**config.mk**
```make
export PLATFORM = sky130hd
export DESIGN_NAME = bf4_ram
export DESIGN_NICKNAME = d
export VERILOG_FILES = /design/src/bf4_ram.sv
export SDC_FILE = /design/constraint.sdc
export NUM_CORES = 1
export LEC_CHECK = 0
export ABC_AREA = 1
export BUFFER_PORTS_ARGS = -buffer_cell sky130_fd_sc_hd__buf_2
export CAP_MARGIN = 20
export CORE_MARGIN = 3
export CORE_UTILIZATION = 50
export DETAILED_ROUTE_END_ITERATION = 16
export HOLD_SLACK_MARGIN = 0.15
export PLACE_DENSITY_LB_ADDON = 0.05
export SETUP_SLACK_MARGIN = 0.1
export SYNTH_ARGS = -nofsm -noshare
export SYNTH_HDL_FRONTEND = slang
export SYNTH_SLANG_ARGS = --single-unit
```
**constraint.sdc**
```tcl
create_clock -name clk -period 0.9 [get_ports clk]
set_input_delay 0 -clock clk [delete_from_list [all_inputs] [get_ports clk]]
set_output_delay 0 -clock clk [all_outputs]
set_load 0.02 [all_outputs]
```
**src/bf4_ram.sv**
```systemverilog
// generic simple dual-port ram with registered read
module bf4_ram #(
    parameter int WIDTH = 8,
    parameter int DEPTH = 16
) (
    input  logic                     clk,
    input  logic                     we,
    input  logic [$clog2(DEPTH)-1:0] waddr,
    input  logic [WIDTH-1:0]         wdata,
    input  logic [$clog2(DEPTH)-1:0] raddr,
    output logic [WIDTH-1:0]         rdata
);

    logic [WIDTH-1:0] mem [DEPTH];

    // write port and registered read port
    always_ff @(posedge clk)
    begin
        if (we)
        begin
            mem[waddr] <= wdata;
        end
        rdata <= mem[raddr];
    end

endmodule

```
==> key figures <==
Run status
  • Status: complete, but fails checks
  • Failing checks: negative setup slack

Clocking
  • CTS tree: done
  • CTS hold repair buffers: 8
  • CTS Buffer Depth: 2
  • Clock tree sinks: 136
  • H-Tree Depth: 4
  • Postcts setup bufs: 0
  • Root buffer cell: clkbuf_16
  • Number of CTS-inserted buffers: 17
  • CTS clk-pin slew, worst paths: 0.06 ns
  • Clock Latency Late Sink: 0.41 ns

Power and ir drop
  • Pint: 12.1 mW
  • Net switching power: 3.25 mW
  • Switching Share: 0.212
  • Peak supply drop: 1.31 mV
  • Logic pwr share: 0.072
  • Clock share of power: 0.463
  • Power per cell area: 2130 nW/um^2
  • Leak: 3.14 nW
  • Reg power frac: 0.465

Worst hold path
  • Hold path depth: 4
  • HP Class: input port to flop
  • Min-delay src: raddr[3]

Floorplan
  • Die H: 113 microns
  • Initial core utilization: 0.523
  • Ports: 26
  • Core ar.: 11000 sq um
  • Full die area: 12900 sq um
  • Num rows: 38
  • Die Wd: 113 microns

Cells and area
  • # fillers: 889
  • Most common cell after layout, fill and taps aside: nand2_1
  • Layout net count: 633
  • Diodes inserted: 0
  • Layout cells sized above 1: 0.218
  • Area Growth Syn to Fin: 25.0%
  • Most frequent cells in the layout: nand2_1, edfxtp_1, inv_1
  • Reg area: 4020 sq um
  • Area of the multi-input gates: 1390 sq um

Drt
  • Vias: 3902
  • Routed wire length: 13.2 mm
  • Antenna Nets Post-Route: 0
  • DRT Pass-1 Iters: 5
  • Residual DRC: 0
  • 1st-iter DRT viols: 267
  • Via-to-Cell Ratio: 5.08
  • WL/cell: 17.1 microns

Critical path
  • Crit path kind: flop to flop
  • Crit path launch: mem[7][3]
  • Worst R2R Path Depth: 6
  • Worst EP arrival: 1.23 ns
  • Startpoint Class: flop
  • Max FO, Critical Path: 1
  • Reg2reg start: mem[7][3]
  • CP required: 1.20 ns
  • CP Capture Type: flop

STA
  • Minimum clock period: 0.935 ns
  • Final worst setup slack: -0.0354 ns
  • Rel. slew slack: 0.732
  • RSZ-0062 raised after global routing: yes
  • Final hold slack: 0.0479 ns
  • Sum Neg Setup Slack: -0.157 ns
  • Worst Clk Skew: 0.00917 ns
  • Final Hold Fails: 0
  • Worst slew pin tran: 0.402 ns
  • Max Fclk: 1070 MHz
  • Slew Viols, Final: 0
  • Period utilization: 1.04
  • Endpoints failing setup: 8

Synthesis
  • Adder and majority cell fraction of the synthesized area: 0
  • Number of synthesized register bits: 136
  • Post-synthesis xor/xnor area fraction: 0
  • Warnings, synthesis: 0
  • Synth Area in Compound Gates: 0
  • Seq/Total Area, Yosys: 0.694
  • Post-Synth Simple-Gate Area: 0.210
  • Synth Cell Area: 5770 sq um
  • Post-Syn Instances: 551
  • Post-synthesis mux area share: 0
  • Synth Net Count: 569
  • Synth Area per Inst: 10.5 sq um
  • Synth cell types: 12
  • Main combinational cell family by area after synthesis: simple AND/OR/NAND/NOR gates

Placed design
  • Placer Congestion: 0.853
  • Number of buffers added on ports: 25
  • Pre-CTS setup slack: -0.212 ns
  • HPWL after detailed placement: 8.48 mm

Global routing
  • Grt total ovfl: 0
  • Initial antenna violation count: 0
  • First-pass GRT wire length: 21.0 mm
  • Largest net degree at the start of global routing: 44
  • Vias in the first global route: 3946
  • GRT Overall Usage: 0.222

Run
  • Max-cap violations: 0
[Yosys cell counts (all sizes together)]
master	instances	area [sq um]
nand2	173	649
dfxtp	8	160
inv	102	383
nor2	17	63.8
nand3	97	485
edfxtp	128	3840
nand3b	2	15.0
buf	24	166
[power by group through the flow]
stage / logic [mW] / clock network, mW / registers, mW
CTS: 1.09 / 7.20 / 7.14
global placement: 0.968 / 0 / 7.25
detailed placement: 0.977 / 0 / 7.26
finish: 1.11 / 7.10 / 7.14
floorplan: 0.509 / 0 / 7.30
global route: 1.22 / 7.55 / 7.15
[final timing paths]
path	end	slack [ns]
setup / recovery	rdata[3]	-0.04
hold / removal	rdata[5]	0.05
setup reg to reg	rdata[3]	-0.04
hold reg to reg	rdata[7]	0.68
[stage by stage]
stage               std cells  power, mW  instance area [sq um]  utilization
floorplan                 551       7.81                   5790            -
CTS                       768       15.4                   7150        0.649
global placement          728       8.22                   6310        0.572
detailed placement        728       8.23                   6310        0.572
finish                    768       15.3                   7210        0.654
global route              768       15.9                   7210        0.654
[layout make-up]
type                       instances  share of cell area
clock inverter                    14              0.0252
tap                              140              0.0243
multi-input combinational        289               0.193
sequential                       136               0.557
clock buffer                      18              0.0595
timing repair buffer              69              0.0885
inverter                         102              0.0531
[cell families (layout without fill, tap and decap cells)]
| kind of cell | count (synthesis) | in the layout |
|---|---|---|
| and+or+nand+nor | 289 | 289 |
| DFF | 136 | 136 |
| buffers and inverters | 126 | 203 |
[worst max-delay path, cell delays in order (launching register included)]
cell	delay, ns
edfxtp_1	0.36
inv_1	0.06
nand2_1	0.04
nand3_1	0.09
nand3_1	0.08
nand3_1	0.12
nand2_1	0.08
[flip-flops by register name, summed over array words and instances, names as in the netlist]
name	count
mem	128
rdata	8
[per-layer routing]
metal / vias to the layer above / share of wire / GRT usage
met5: - / 0 / 0
met3: 15 / 0.055 / 0.0525
met2: 108 / 0.49 / 0.357
li1: 1907 / - / -
met1: 1872 / 0.43 / 0.294
met4: 0 / 0.016 / 0.0865
[timing repair]
item / in CTS / in global routing
hold endpoints to repair: 136 / 8
endpoints found under the setup margin: 16 / 16
pin swaps: 18 / 9
gates resized for setup: 41 / 12
No activity file was read; power rests on OpenSTA's default activity.
